===== src/hw/rtl/rfr_pkg.sv =====
// Types and constants shared by the resampler modules.
package rfr_pkg;

    localparam int SMP_W   = 16;
    localparam int ACC_W   = 40;
    localparam int POS_W   = 48;
    localparam int FRAC_W  = 16;
    localparam int IPOS_W  = 32;
    localparam int STEP_W  = 24;
    localparam int CIDX_W  = 5;
    localparam int CNT_W   = 5;

    localparam logic [CNT_W-1:0]  MAX_OUT    = 5'd16;
    localparam logic [STEP_W-1:0] STEP_RESET = 24'd65536;

    typedef enum logic [0:0] {
        OP_PUSH = 1'b0,
        OP_COEF = 1'b1
    } t_opcode;

    typedef enum logic [3:0] {
        S_IDLE,
        S_WRITE,
        S_CHECK,
        S_COEF,
        S_MSTART,
        S_MOD,
        S_TAPS,
        S_DRAIN,
        S_ADV,
        S_EMIT
    } t_state;

    // One ring entry as it moves along the chain.
    typedef struct packed {
        logic                    vld;
        logic signed [SMP_W-1:0] val;
    } t_smp;

    typedef struct packed {
        logic shift_s;
        logic shift_c;
    } t_chain_ctl;

endpackage


===== src/hw/rtl/ratio_fir_resampler_unit.sv =====
// Top level of the rational-ratio FIR resampler.
// A push rotates the sample chain until its write slot comes round. A coefficient
// write turns the coefficient chain once in full. Each output starts the
// reciprocal-multiply reduction of the tap position modulo TAPS, then the sample chain
// turns until its head holds the first tap and the single shared multiplier takes one
// tap per cycle, then the pipeline drains and the result is scaled. An output can also
// wait on the output side; when TAPS is not a power of two, a window across the 32-bit
// position wrap can add one more turn. One input gives at most 16 outputs; outputs
// still due wait for the next push. The sample ring reads as zero until written, with
// no clearing pass after reset.
module ratio_fir_resampler_unit #(
    parameter int TAPS = 32
) (
    input  logic                             i_clk,
    input  logic                             i_rst_n,
    input  logic                             i_in_valid,
    output logic                             o_in_ready,
    input  logic                             i_opcode,
    input  logic signed [rfr_pkg::SMP_W-1:0] i_sample,
    input  logic [rfr_pkg::CIDX_W-1:0]       i_coef_index,
    input  logic signed [rfr_pkg::SMP_W-1:0] i_coef_value,
    output logic                             o_out_valid,
    input  logic                             i_out_ready,
    output logic signed [rfr_pkg::SMP_W-1:0] o_out_sample,
    output logic                             o_last,
    input  logic                             i_cfg_valid,
    output logic                             o_cfg_ready,
    input  logic [rfr_pkg::STEP_W-1:0]       i_step_ratio
);
    import rfr_pkg::*;

    localparam int SW = $clog2(TAPS);
    localparam int TW = $clog2(TAPS + 1);
    localparam int XW = (TW > CIDX_W) ? TW : CIDX_W;
    localparam logic [IPOS_W-1:0] HALF      = IPOS_W'(TAPS / 2);
    localparam logic [SW-1:0]     LAST_SLOT = SW'(TAPS - 1);
    localparam logic [TW-1:0]     LAST_TAP  = TW'(TAPS - 1);

    t_state                  r_state;
    t_state                  n_state;
    logic [STEP_W-1:0]       r_step;
    logic [IPOS_W-1:0]       r_sw;
    logic [SW-1:0]           r_wslot;
    logic [SW-1:0]           r_head;
    logic [POS_W-1:0]        r_pos;
    logic [CNT_W-1:0]        r_cnt;
    logic [TW-1:0]           r_tap;
    logic [IPOS_W-1:0]       r_n;
    logic [SW-1:0]           r_idx;
    logic signed [SMP_W-1:0] r_in_smp;
    logic [CIDX_W-1:0]       r_cidx;
    logic signed [SMP_W-1:0] r_cval;
    logic signed [SMP_W-1:0] r_res;
    logic                    r_out_vld;
    logic signed [SMP_W-1:0] r_out_smp;
    logic                    r_out_last;

    t_chain_ctl              w_ctl;
    t_smp                    w_s    [TAPS];
    t_smp                    w_s_in [TAPS];
    logic signed [SMP_W-1:0] w_c    [TAPS];
    logic signed [SMP_W-1:0] w_c_in [TAPS];
    t_smp                    w_tail_s;
    logic signed [SMP_W-1:0] w_tail_c;

    logic [IPOS_W-1:0]       w_ipos;
    logic [IPOS_W-1:0]       w_diff;
    logic [IPOS_W-1:0]       w_n0;
    logic                    w_ready;
    logic                    w_more;
    logic                    w_out_free;
    logic                    w_in_acc;
    logic                    w_match;
    logic                    w_wr_hit;
    logic                    w_coef_hit;
    logic                    w_tail_new;
    logic                    w_coef_new;
    logic                    w_tap_step;
    logic                    w_mod_start;
    logic                    w_mod_done;
    logic [SW-1:0]           w_mod_rem;
    logic                    w_mac_clr;
    logic                    w_mac_en;
    logic signed [SMP_W-1:0] w_mac_res;
    logic                    w_pos_adv;
    logic                    w_out_load;
    logic                    w_in_ready;

    // Readiness: samples_written - (ipos + TAPS/2) as a signed 32-bit difference.
    assign w_ipos     = r_pos[POS_W-1:FRAC_W];
    assign w_diff     = r_sw - w_ipos - HALF;
    assign w_ready    = !w_diff[IPOS_W-1];
    assign w_more     = w_ready && (r_cnt < MAX_OUT);
    assign w_n0       = w_ipos - HALF;
    assign w_out_free = !r_out_vld || i_out_ready;
    assign w_in_acc   = i_in_valid && w_in_ready;
    assign w_match    = (r_head == r_idx);
    assign w_wr_hit   = (r_head == r_wslot);
    assign w_coef_hit = (XW'(r_tap) == XW'(r_cidx));

    // Next state.
    always_comb begin
        n_state = r_state;
        case (r_state)
            S_IDLE: begin
                if (w_in_acc) begin
                    n_state = (i_opcode == OP_COEF) ? S_COEF : S_WRITE;
                end
            end
            S_WRITE: begin
                if (w_wr_hit) begin
                    n_state = S_CHECK;
                end
            end
            S_CHECK: begin
                n_state = w_ready ? S_MSTART : S_IDLE;
            end
            S_COEF: begin
                if (r_tap == LAST_TAP) begin
                    n_state = S_IDLE;
                end
            end
            S_MSTART: begin
                n_state = S_MOD;
            end
            S_MOD: begin
                if (w_mod_done) begin
                    n_state = S_TAPS;
                end
            end
            S_TAPS: begin
                if (w_match && (r_tap == LAST_TAP)) begin
                    n_state = S_DRAIN;
                end
            end
            S_DRAIN: begin
                n_state = S_ADV;
            end
            S_ADV: begin
                n_state = S_EMIT;
            end
            S_EMIT: begin
                if (w_out_free) begin
                    n_state = w_more ? S_MSTART : S_IDLE;
                end
            end
            default: begin
                n_state = S_IDLE;
            end
        endcase
    end

    // State outputs.
    always_comb begin
        w_in_ready    = 1'b0;
        w_ctl.shift_s = 1'b0;
        w_ctl.shift_c = 1'b0;
        w_tail_new    = 1'b0;
        w_coef_new    = 1'b0;
        w_tap_step    = 1'b0;
        w_mod_start   = 1'b0;
        w_mac_clr     = 1'b0;
        w_mac_en      = 1'b0;
        w_pos_adv     = 1'b0;
        w_out_load    = 1'b0;
        case (r_state)
            S_IDLE: begin
                w_in_ready = 1'b1;
            end
            S_WRITE: begin
                w_ctl.shift_s = 1'b1;
                w_tail_new    = w_wr_hit;
            end
            S_COEF: begin
                w_ctl.shift_c = 1'b1;
                w_coef_new    = w_coef_hit;
                w_tap_step    = 1'b1;
            end
            S_MSTART: begin
                w_mod_start = 1'b1;
                w_mac_clr   = 1'b1;
            end
            S_TAPS: begin
                // Keep turning the ring; take a tap only when the head holds it.
                w_ctl.shift_s = 1'b1;
                w_ctl.shift_c = w_match;
                w_mac_en      = w_match;
                w_tap_step    = w_match;
            end
            S_ADV: begin
                w_pos_adv = 1'b1;
            end
            S_EMIT: begin
                w_out_load = w_out_free;
            end
            default: begin
                w_in_ready = 1'b0;
            end
        endcase
    end

    // Tail of each chain takes the head back, or the new word at its slot.
    assign w_tail_s.vld = w_tail_new ? 1'b1 : w_s[0].vld;
    assign w_tail_s.val = w_tail_new ? r_in_smp : w_s[0].val;
    assign w_tail_c     = w_coef_new ? r_cval : w_c[0];

    for (genvar k = 0; k < TAPS; k++) begin : g_cell
        if (k == TAPS - 1) begin : g_tail
            assign w_s_in[k] = w_tail_s;
            assign w_c_in[k] = w_tail_c;
        end else begin : g_link
            assign w_s_in[k] = w_s[k+1];
            assign w_c_in[k] = w_c[k+1];
        end
        rfr_cell u_cell (
            .i_clk   (i_clk),
            .i_rst_n (i_rst_n),
            .i_ctl   (w_ctl),
            .i_s     (w_s_in[k]),
            .i_c     (w_c_in[k]),
            .o_s     (w_s[k]),
            .o_c     (w_c[k])
        );
    end

    rfr_mod #(
        .TAPS (TAPS)
    ) u_mod (
        .i_clk   (i_clk),
        .i_rst_n (i_rst_n),
        .i_start (w_mod_start),
        .i_value (w_n0),
        .o_done  (w_mod_done),
        .o_rem   (w_mod_rem)
    );

    rfr_mac u_mac (
        .i_clk    (i_clk),
        .i_rst_n  (i_rst_n),
        .i_clr    (w_mac_clr),
        .i_en     (w_mac_en),
        .i_smp    (w_s[0].val),
        .i_coef   (w_c[0]),
        .o_result (w_mac_res)
    );

    always_ff @(posedge i_clk) begin
        if (!i_rst_n) begin
            r_state   <= S_IDLE;
            r_step    <= STEP_RESET;
            r_sw      <= '0;
            r_wslot   <= '0;
            r_head    <= '0;
            r_pos     <= '0;
            r_cnt     <= '0;
            r_tap     <= '0;
            r_out_vld <= 1'b0;
        end else begin
            r_state <= n_state;
            if (i_cfg_valid) begin
                r_step <= i_step_ratio;
            end
            if (w_ctl.shift_s) begin
                r_head <= (r_head == LAST_SLOT) ? '0 : (r_head + SW'(1));
            end
            // The write slot restarts at zero when the sample count wraps.
            if (w_tail_new) begin
                r_sw <= r_sw + IPOS_W'(1);
                if (r_sw == '1) begin
                    r_wslot <= '0;
                end else begin
                    r_wslot <= (r_wslot == LAST_SLOT) ? '0 : (r_wslot + SW'(1));
                end
            end
            if (w_tap_step) begin
                r_tap <= (r_tap == LAST_TAP) ? '0 : (r_tap + TW'(1));
            end
            if (w_in_acc) begin
                r_cnt <= '0;
            end else if (w_pos_adv) begin
                r_cnt <= r_cnt + CNT_W'(1);
            end
            if (w_pos_adv) begin
                r_pos <= r_pos + POS_W'(r_step);
            end
            if (w_out_load) begin
                r_out_vld <= 1'b1;
            end else if (i_out_ready) begin
                r_out_vld <= 1'b0;
            end
        end
    end

    always_ff @(posedge i_clk) begin
        if (w_in_acc) begin
            r_in_smp <= i_sample;
            r_cidx   <= i_coef_index;
            r_cval   <= i_coef_value;
        end
        if (w_mod_start) begin
            r_n <= w_n0;
        end else if (w_mac_en) begin
            r_n <= r_n + IPOS_W'(1);
        end
        // The ring index jumps to zero where the 32-bit tap position wraps.
        if (w_mod_done) begin
            r_idx <= w_mod_rem;
        end else if (w_mac_en) begin
            if (r_n == '1) begin
                r_idx <= '0;
            end else begin
                r_idx <= (r_idx == LAST_SLOT) ? '0 : (r_idx + SW'(1));
            end
        end
        if (w_pos_adv) begin
            r_res <= w_mac_res;
        end
        if (w_out_load) begin
            r_out_smp  <= r_res;
            r_out_last <= !w_more;
        end
    end

    assign o_in_ready   = w_in_ready;
    assign o_out_valid  = r_out_vld;
    assign o_out_sample = r_out_smp;
    assign o_last       = r_out_last;
    assign o_cfg_ready  = 1'b1;

endmodule


===== src/hw/rtl/rfr_cell.sv =====
// One chain cell: a ring sample with its valid bit and one coefficient.
module rfr_cell (
    input  logic                                   i_clk,
    input  logic                                   i_rst_n,
    input  rfr_pkg::t_chain_ctl                    i_ctl,
    input  rfr_pkg::t_smp                          i_s,
    input  logic signed [rfr_pkg::SMP_W-1:0]       i_c,
    output rfr_pkg::t_smp                          o_s,
    output logic signed [rfr_pkg::SMP_W-1:0]       o_c
);
    import rfr_pkg::*;

    logic                    r_vld;
    logic signed [SMP_W-1:0] r_val;
    logic signed [SMP_W-1:0] r_coef;

    always_ff @(posedge i_clk) begin
        if (!i_rst_n) begin
            r_vld <= 1'b0;
        end else if (i_ctl.shift_s) begin
            r_vld <= i_s.vld;
        end
    end

    always_ff @(posedge i_clk) begin
        if (i_ctl.shift_s) begin
            r_val <= i_s.val;
        end
        if (i_ctl.shift_c) begin
            r_coef <= i_c;
        end
    end

    // An entry never written since reset reads as zero.
    assign o_s.vld = r_vld;
    assign o_s.val = r_vld ? r_val : '0;
    assign o_c     = r_coef;

endmodule


===== src/hw/rtl/rfr_mod.sv =====
// Reduction of a 32-bit tap position modulo TAPS by reciprocal multiplication.
module rfr_mod #(
    parameter int TAPS = 32
) (
    input  logic                         i_clk,
    input  logic                         i_rst_n,
    input  logic                         i_start,
    input  logic [rfr_pkg::IPOS_W-1:0]   i_value,
    output logic                         o_done,
    output logic [$clog2(TAPS)-1:0]      o_rem
);
    import rfr_pkg::*;

    localparam int SW     = $clog2(TAPS);
    localparam int PROD_W = 2 * IPOS_W + 1;
    localparam int QSH    = IPOS_W + SW;
    // floor(2^QSH / TAPS) + 1 gives the exact quotient for every 32-bit value.
    localparam logic [63:0]       RECIP64 = ((64'd1 << QSH) / 64'(TAPS)) + 64'd1;
    localparam logic [PROD_W-1:0] RECIP   = PROD_W'(RECIP64);
    localparam logic [IPOS_W-1:0] TAPS_V  = IPOS_W'(TAPS);

    logic [IPOS_W-1:0] r_val;
    logic [PROD_W-1:0] r_prod;
    logic [SW-1:0]     r_rem;
    logic              r_go;
    logic              r_prod_vld;
    logic              r_done;
    logic [IPOS_W-1:0] w_quo;
    logic [IPOS_W-1:0] w_back;
    logic [IPOS_W-1:0] w_diff;

    assign w_quo  = IPOS_W'(r_prod[PROD_W-1:QSH]);
    assign w_back = w_quo * TAPS_V;
    assign w_diff = r_val - w_back;

    always_ff @(posedge i_clk) begin
        if (!i_rst_n) begin
            r_go       <= 1'b0;
            r_prod_vld <= 1'b0;
            r_done     <= 1'b0;
        end else begin
            r_go       <= i_start;
            r_prod_vld <= r_go;
            r_done     <= r_prod_vld;
        end
    end

    // Latch the value, multiply by the reciprocal, then subtract quotient times TAPS.
    always_ff @(posedge i_clk) begin
        if (i_start) begin
            r_val <= i_value;
        end
        if (r_go) begin
            r_prod <= PROD_W'(r_val) * RECIP;
        end
        if (r_prod_vld) begin
            r_rem <= w_diff[SW-1:0];
        end
    end

    assign o_done = r_done;
    assign o_rem  = r_rem;

endmodule


===== src/hw/rtl/rfr_mac.sv =====
// Shared multiply-accumulate with truncating scale and 16-bit saturation.
module rfr_mac (
    input  logic                               i_clk,
    input  logic                               i_rst_n,
    input  logic                               i_clr,
    input  logic                               i_en,
    input  logic signed [rfr_pkg::SMP_W-1:0]   i_smp,
    input  logic signed [rfr_pkg::SMP_W-1:0]   i_coef,
    output logic signed [rfr_pkg::SMP_W-1:0]   o_result
);
    import rfr_pkg::*;

    localparam int PROD_W = 2 * SMP_W;
    localparam logic signed [ACC_W-1:0] BIAS    = ACC_W'(32767);
    localparam logic signed [ACC_W-1:0] SAT_MAX = ACC_W'(32767);
    localparam logic signed [ACC_W-1:0] SAT_MIN = -ACC_W'(32768);

    logic signed [PROD_W-1:0] r_prod;
    logic                     r_prod_vld;
    logic signed [ACC_W-1:0]  r_acc;
    logic signed [ACC_W-1:0]  w_sum;
    logic signed [ACC_W-1:0]  w_q;

    always_ff @(posedge i_clk) begin
        if (!i_rst_n) begin
            r_prod_vld <= 1'b0;
        end else begin
            r_prod_vld <= i_en;
        end
    end

    always_ff @(posedge i_clk) begin
        if (i_en) begin
            r_prod <= i_smp * i_coef;
        end
        if (i_clr) begin
            r_acc <= '0;
        end else if (r_prod_vld) begin
            r_acc <= r_acc + ACC_W'(r_prod);
        end
    end

    // Bias negative sums so the arithmetic shift truncates toward zero.
    assign w_sum = r_acc[ACC_W-1] ? (r_acc + BIAS) : r_acc;
    assign w_q   = w_sum >>> 15;

    always_comb begin
        if (w_q > SAT_MAX) begin
            o_result = SAT_MAX[SMP_W-1:0];
        end else if (w_q < SAT_MIN) begin
            o_result = SAT_MIN[SMP_W-1:0];
        end else begin
            o_result = w_q[SMP_W-1:0];
        end
    end

endmodule


===== config.mk =====
export PLATFORM = sky130hd
export DESIGN_NAME = ratio_fir_resampler_unit
export DESIGN_NICKNAME = d
export VERILOG_FILES = /design/src/hw/rtl/rfr_pkg.sv /design/src/hw/rtl/ratio_fir_resampler_unit.sv /design/src/hw/rtl/rfr_cell.sv /design/src/hw/rtl/rfr_mod.sv /design/src/hw/rtl/rfr_mac.sv
export SDC_FILE = /design/constraint.sdc
export NUM_CORES = 2
export LEC_CHECK = 0
export BUFFER_PORTS_ARGS = -buffer_cell sky130_fd_sc_hd__buf_4
export CAP_MARGIN = 25
export CORE_MARGIN = 2
export CORE_UTILIZATION = 50
export CTS_CLUSTER_DIAMETER = 100
export CTS_CLUSTER_SIZE = 14
export DETAILED_ROUTE_END_ITERATION = 16
export PLACE_DENSITY = 0.65
export SYNTH_ARGS = -nofsm -noshare
export SYNTH_HDL_FRONTEND = slang
export SYNTH_SLANG_ARGS = --single-unit

===== constraint.sdc =====
create_clock -name i_clk -period 30 [get_ports i_clk]
set_clock_uncertainty 0.1 [all_clocks]
set_input_delay 3 -clock i_clk [delete_from_list [all_inputs] [get_ports i_clk]]
set_output_delay 3 -clock i_clk [all_outputs]
set_load 0.05 [all_outputs]

==> summary.md <==
| Metric | Value |
|---|---|
| Post-Syn Nets | roughly 5400 |
| Largest area contributor in the netlist | edfxtp_1 |
| Count of flip-flops with a built-in enable after synthesis | 1173 |
| Starting Density | 0.5053 |
| CTS Buffer Depth | 3 |
| Most common cell in the netlist | edfxtp_1 |
| GR Util All Layers | 0.1794 |
| RSZ-0062 raised after global routing | no |
| Hold depth | 0 |
| DRC | 0 |
| Final Setup Violations | 0 |
| Final min period | 7.958 ns |
| Post-synth ARST share | 0 |
| Area Growth Syn to Fin | 8.755% |
| Final #Nets | roughly 5400 |
| Placer Congestion | around 0.9 |
| Clock latency on the worst-skew pair | 0.76 ns |
| Relative slew slack | 0.2355 |
| ANT cells | 0 |
| Setup Fix Bufs, Post-CTS | 0 |
| Root Buffer | clkbuf_16 |
| Post-synthesis sequential area ratio | 0.6178 |
| HP Class | reg -> reg |
| CTS resizes | 0 |
| Run status | completed |
| Commonest cells post-synth | edfxtp_1, and2_1, inv_1 |
| Final Core Density | 0.5495 |
| # hold bufs at CTS | 0 |
| DR pass1 iterations | 5 |
| PnR worst setup slack | approximately 22 ns |
| WL per Instance | approximately 18 um |
| Fin. Hold Viols | 0 |
| Slew @ Worst Pin | between 1 and 1.5 ns |
| WS Path Type | reg -> reg |
| Post-DR vias/cell | 5.287 |
| Congestion Overflow GR | 0 |
| Post-synthesis instance area | ~64000 um^2 |
| Cell Area, Placed | ~66000 um^2 |
| Vias in the first global route | 34118 |
| Final period utilization | 0.2653 |
| HP Start | g_cell[31].u_cell.o_c[4] |
| Area of the multi-input gates | 22070 um^2 |
| Syn_area_per_cell | ~13 um^2 |
| Post-synth top flop | edfxtp_1 |
| CP Capture Type | flop |
| Final max-slew violation count | 0 |
| Power density cells | 61.76 nW/um^2 |
| Clock tree from TritonCTS | yes |
| Cells after synthesis | just under 5000 |
| Row count | 130 |
| Initial drt markers | 3035 |
| Fillers | a little over 10000 |
| Worst R2R End | u_mac.r_prod[30] |
| Initial antenna violation count | 4 |
| Distinct cells, synth | 74 |
| Die Footprint | approximately 130000 um^2 |
| Arr. time, crit path | approximately 8.4 ns |
| Max rail drop VDD | between 0.09 and 0.1 mV |
| Vias | roughly 35000 |
| Critical Path Fanout Max | about 100 |
| R2R cell count | 21 |
| Max frequency | about 0.13 GHz |
| Largest net degree at the start of global routing | ~220 |
| Design Area, Final | between 60000 and 70000 um^2 |
| Data required, critical path | between 30 and 40 ns |
| Top cell type's share of synthesized area | 0.5530 |
| Final wirelength | around 120000 um |
| Num Clock Sinks | roughly 1400 |
| First-pass GRT wire length | 186000 um |
| Die X | between 300 and 400 um |
| Leakage power | 26.73 nW |
| Input/output buffers | 85 |
| Sequential cell area | between 30000 and 40000 um^2 |
| Setup TNS | 0 ns |
| Clock transition at path regs | about 0.070 ns |
| Final HPWL DP | about 76000 um |
| Max-Cap Viols | 0 |
| Top cells by area, synth | edfxtp_1, fa_1, dfxtp_1, and2_1, ha_1 |
| Share of cells above drive strength 1 | 0.06043 |
| YS warnings | 0 |
| FF-to-FF setup slack | 22.04 ns |
| Pre-CTS setup slack | roughly 22 ns |
| # IOs | 87 |
| Crit Reg-Reg Startpoint | g_cell[0].u_cell.r_vld |
| WHS Endpoint | g_cell[30].u_cell.o_c[4] |
| Antenna viol nets, final | 0 |
| Die Y | roughly 360 um |
| CORE AREA | about 130000 um^2 |
| Cts bufs inserted | between 100 and 150 |
| Register bit total from synthesis | around 1400 |
| CP Launch Type | flop |
| H-tree levels | 3 |
==> flip-flops by register name (all words and copies together) (netlist names), 6 cells and up <==
name and cells:
r_in_smp 16, r_pos 48, r_tap 6, r_sw 32
g_cell.u_cell.o_c 512, r_step 24, u_mac.r_acc 40, r_cval 16
g_cell.u_cell.r_vld 32, u_mac.r_prod 32, g_cell.u_cell.r_val 512, o_out_sample 16
r_res 16, r_n 32
==> power breakdown <==
part	switching, mW	internal, mW	total, mW
Sequential	0.114	2.45	2.57
Clock	0.653	0.676	1.33
Combinational	0.291	0.0895	0.381
Total	1.06	3.22	4.28
==> worst max path at each step <==
stage / startpoint / to / slack, ns / cells past startpoint
3_3_place_gp: g_cell[0].u_cell.r_vld / u_mac.r_prod[30] / 22.30 / 22
5_1_grt: g_cell[0].u_cell.r_vld / u_mac.r_prod[30] / 21.52 / 21
6_report: g_cell[0].u_cell.r_vld / u_mac.r_prod[30] / 22.04 / 21
3_5_place_dp: g_cell[0].u_cell.r_vld / u_mac.r_prod[30] / 22.10 / 21
4_1_cts: g_cell[0].u_cell.r_vld / u_mac.r_prod[30] / 22.10 / 21
2_1_floorplan: r_state[0] / g_cell[0].u_cell.r_val[0] / 13.77 / 6
==> cells by family after synthesis <==
logic type	count (synthesis)	share of synthesized area
xor+xnor	216	0.02970
compound gates	465	0.04548
fa+ha+maj	479	0.1252
flops	1379	0.6178
other cells	1	0.00005887
buf+inv	606	0.03583
simple gates	1593	0.1320
mux	85	0.01393
==> worst max-delay path, stage by stage (launching register included) <==
cell,delay [ns]
dfxtp_2,0.71
buf_4,0.70
and2_1,0.56
nand2_1,0.15
fa_1,0.57
fa_1,0.43
fa_1,0.53
inv_1,0.05
fa_1,0.46
fa_1,0.54
inv_1,0.05
fa_1,0.54
inv_1,0.05
ha_1,0.39
a2111oi_0,0.55
a211oi_1,0.13
a211oi_1,0.25
nor2_1,0.14
nor4_1,0.32
o2111ai_1,0.18
a21oi_1,0.20
xnor2_1,0.08
==> layer usage <==
metal  vias to the layer above  wire length (um)  global-route usage
met1                     17128             55920              0.2696
li1                      16799                 -                   -
met5                         -                 0                   0
met3                       183              6558             0.03295
met4                         0              2981             0.05718
met2                       776             50700              0.2649
==> metrics by stage <==
| stage | total power, mW | instances | hold slack, ns |
|---|---|---|---|
| finish | 4.278 | 6598 | 0.2741 |
| global route | 4.463 | 6598 | 0.2789 |
| CTS | 4.329 | 6593 | 0.2662 |
| detailed placement | 2.987 | 6419 | 0.3045 |
| global placement | 2.977 | 6418 | 0.3006 |
| floorplan | 3.038 | 4824 | 0.3003 |
==> layout by cell type (no fill, tap or decap), types with 6 or more instances in the layout <==
cell type,Yosys,final
a2111oi_0,10,10
a211oi_1,18,18
a21o_1,51,51
a21oi_1,152,152
a31oi_1,22,22
and2_1,530,529
and3_1,160,160
buf_4,2,116
clkbuf_1,156,54
clkbuf_16,0,109
dfxtp_1,206,204
edfxtp_1,1173,1173
fa_1,264,264
ha_1,215,215
inv_1,432,430
mux2_2,29,29
mux2i_1,56,56
nand2_1,373,371
nand2b_1,22,22
nand3_1,75,75
nand3b_1,9,9
nand4_1,34,34
nor2_1,237,237
nor2b_1,16,16
nor3_1,49,49
nor3b_1,7,7
nor4_1,17,17
nor4b_1,6,6
o2111ai_1,7,7
o211ai_1,14,14
o21a_1,14,14
o21ai_0,106,106
o21bai_1,6,6
o31ai_1,15,15
or2_2,7,7
or3_1,21,21
or4_1,13,13
xnor2_1,139,139
xor2_1,77,77
==> final cells by class <==
cell class / count / area share
multi-input cells: 2839 / 0.3186
clock buffers: 163 / 0.04230
clock inverters: 11 / 0.002926
repair buffers: 122 / 0.01452
well taps: 1650 / 0.02980
inverters: 434 / 0.02377
flip-flops and latches: 1379 / 0.5681
Note: power is estimated with default switching activity, not from simulation.
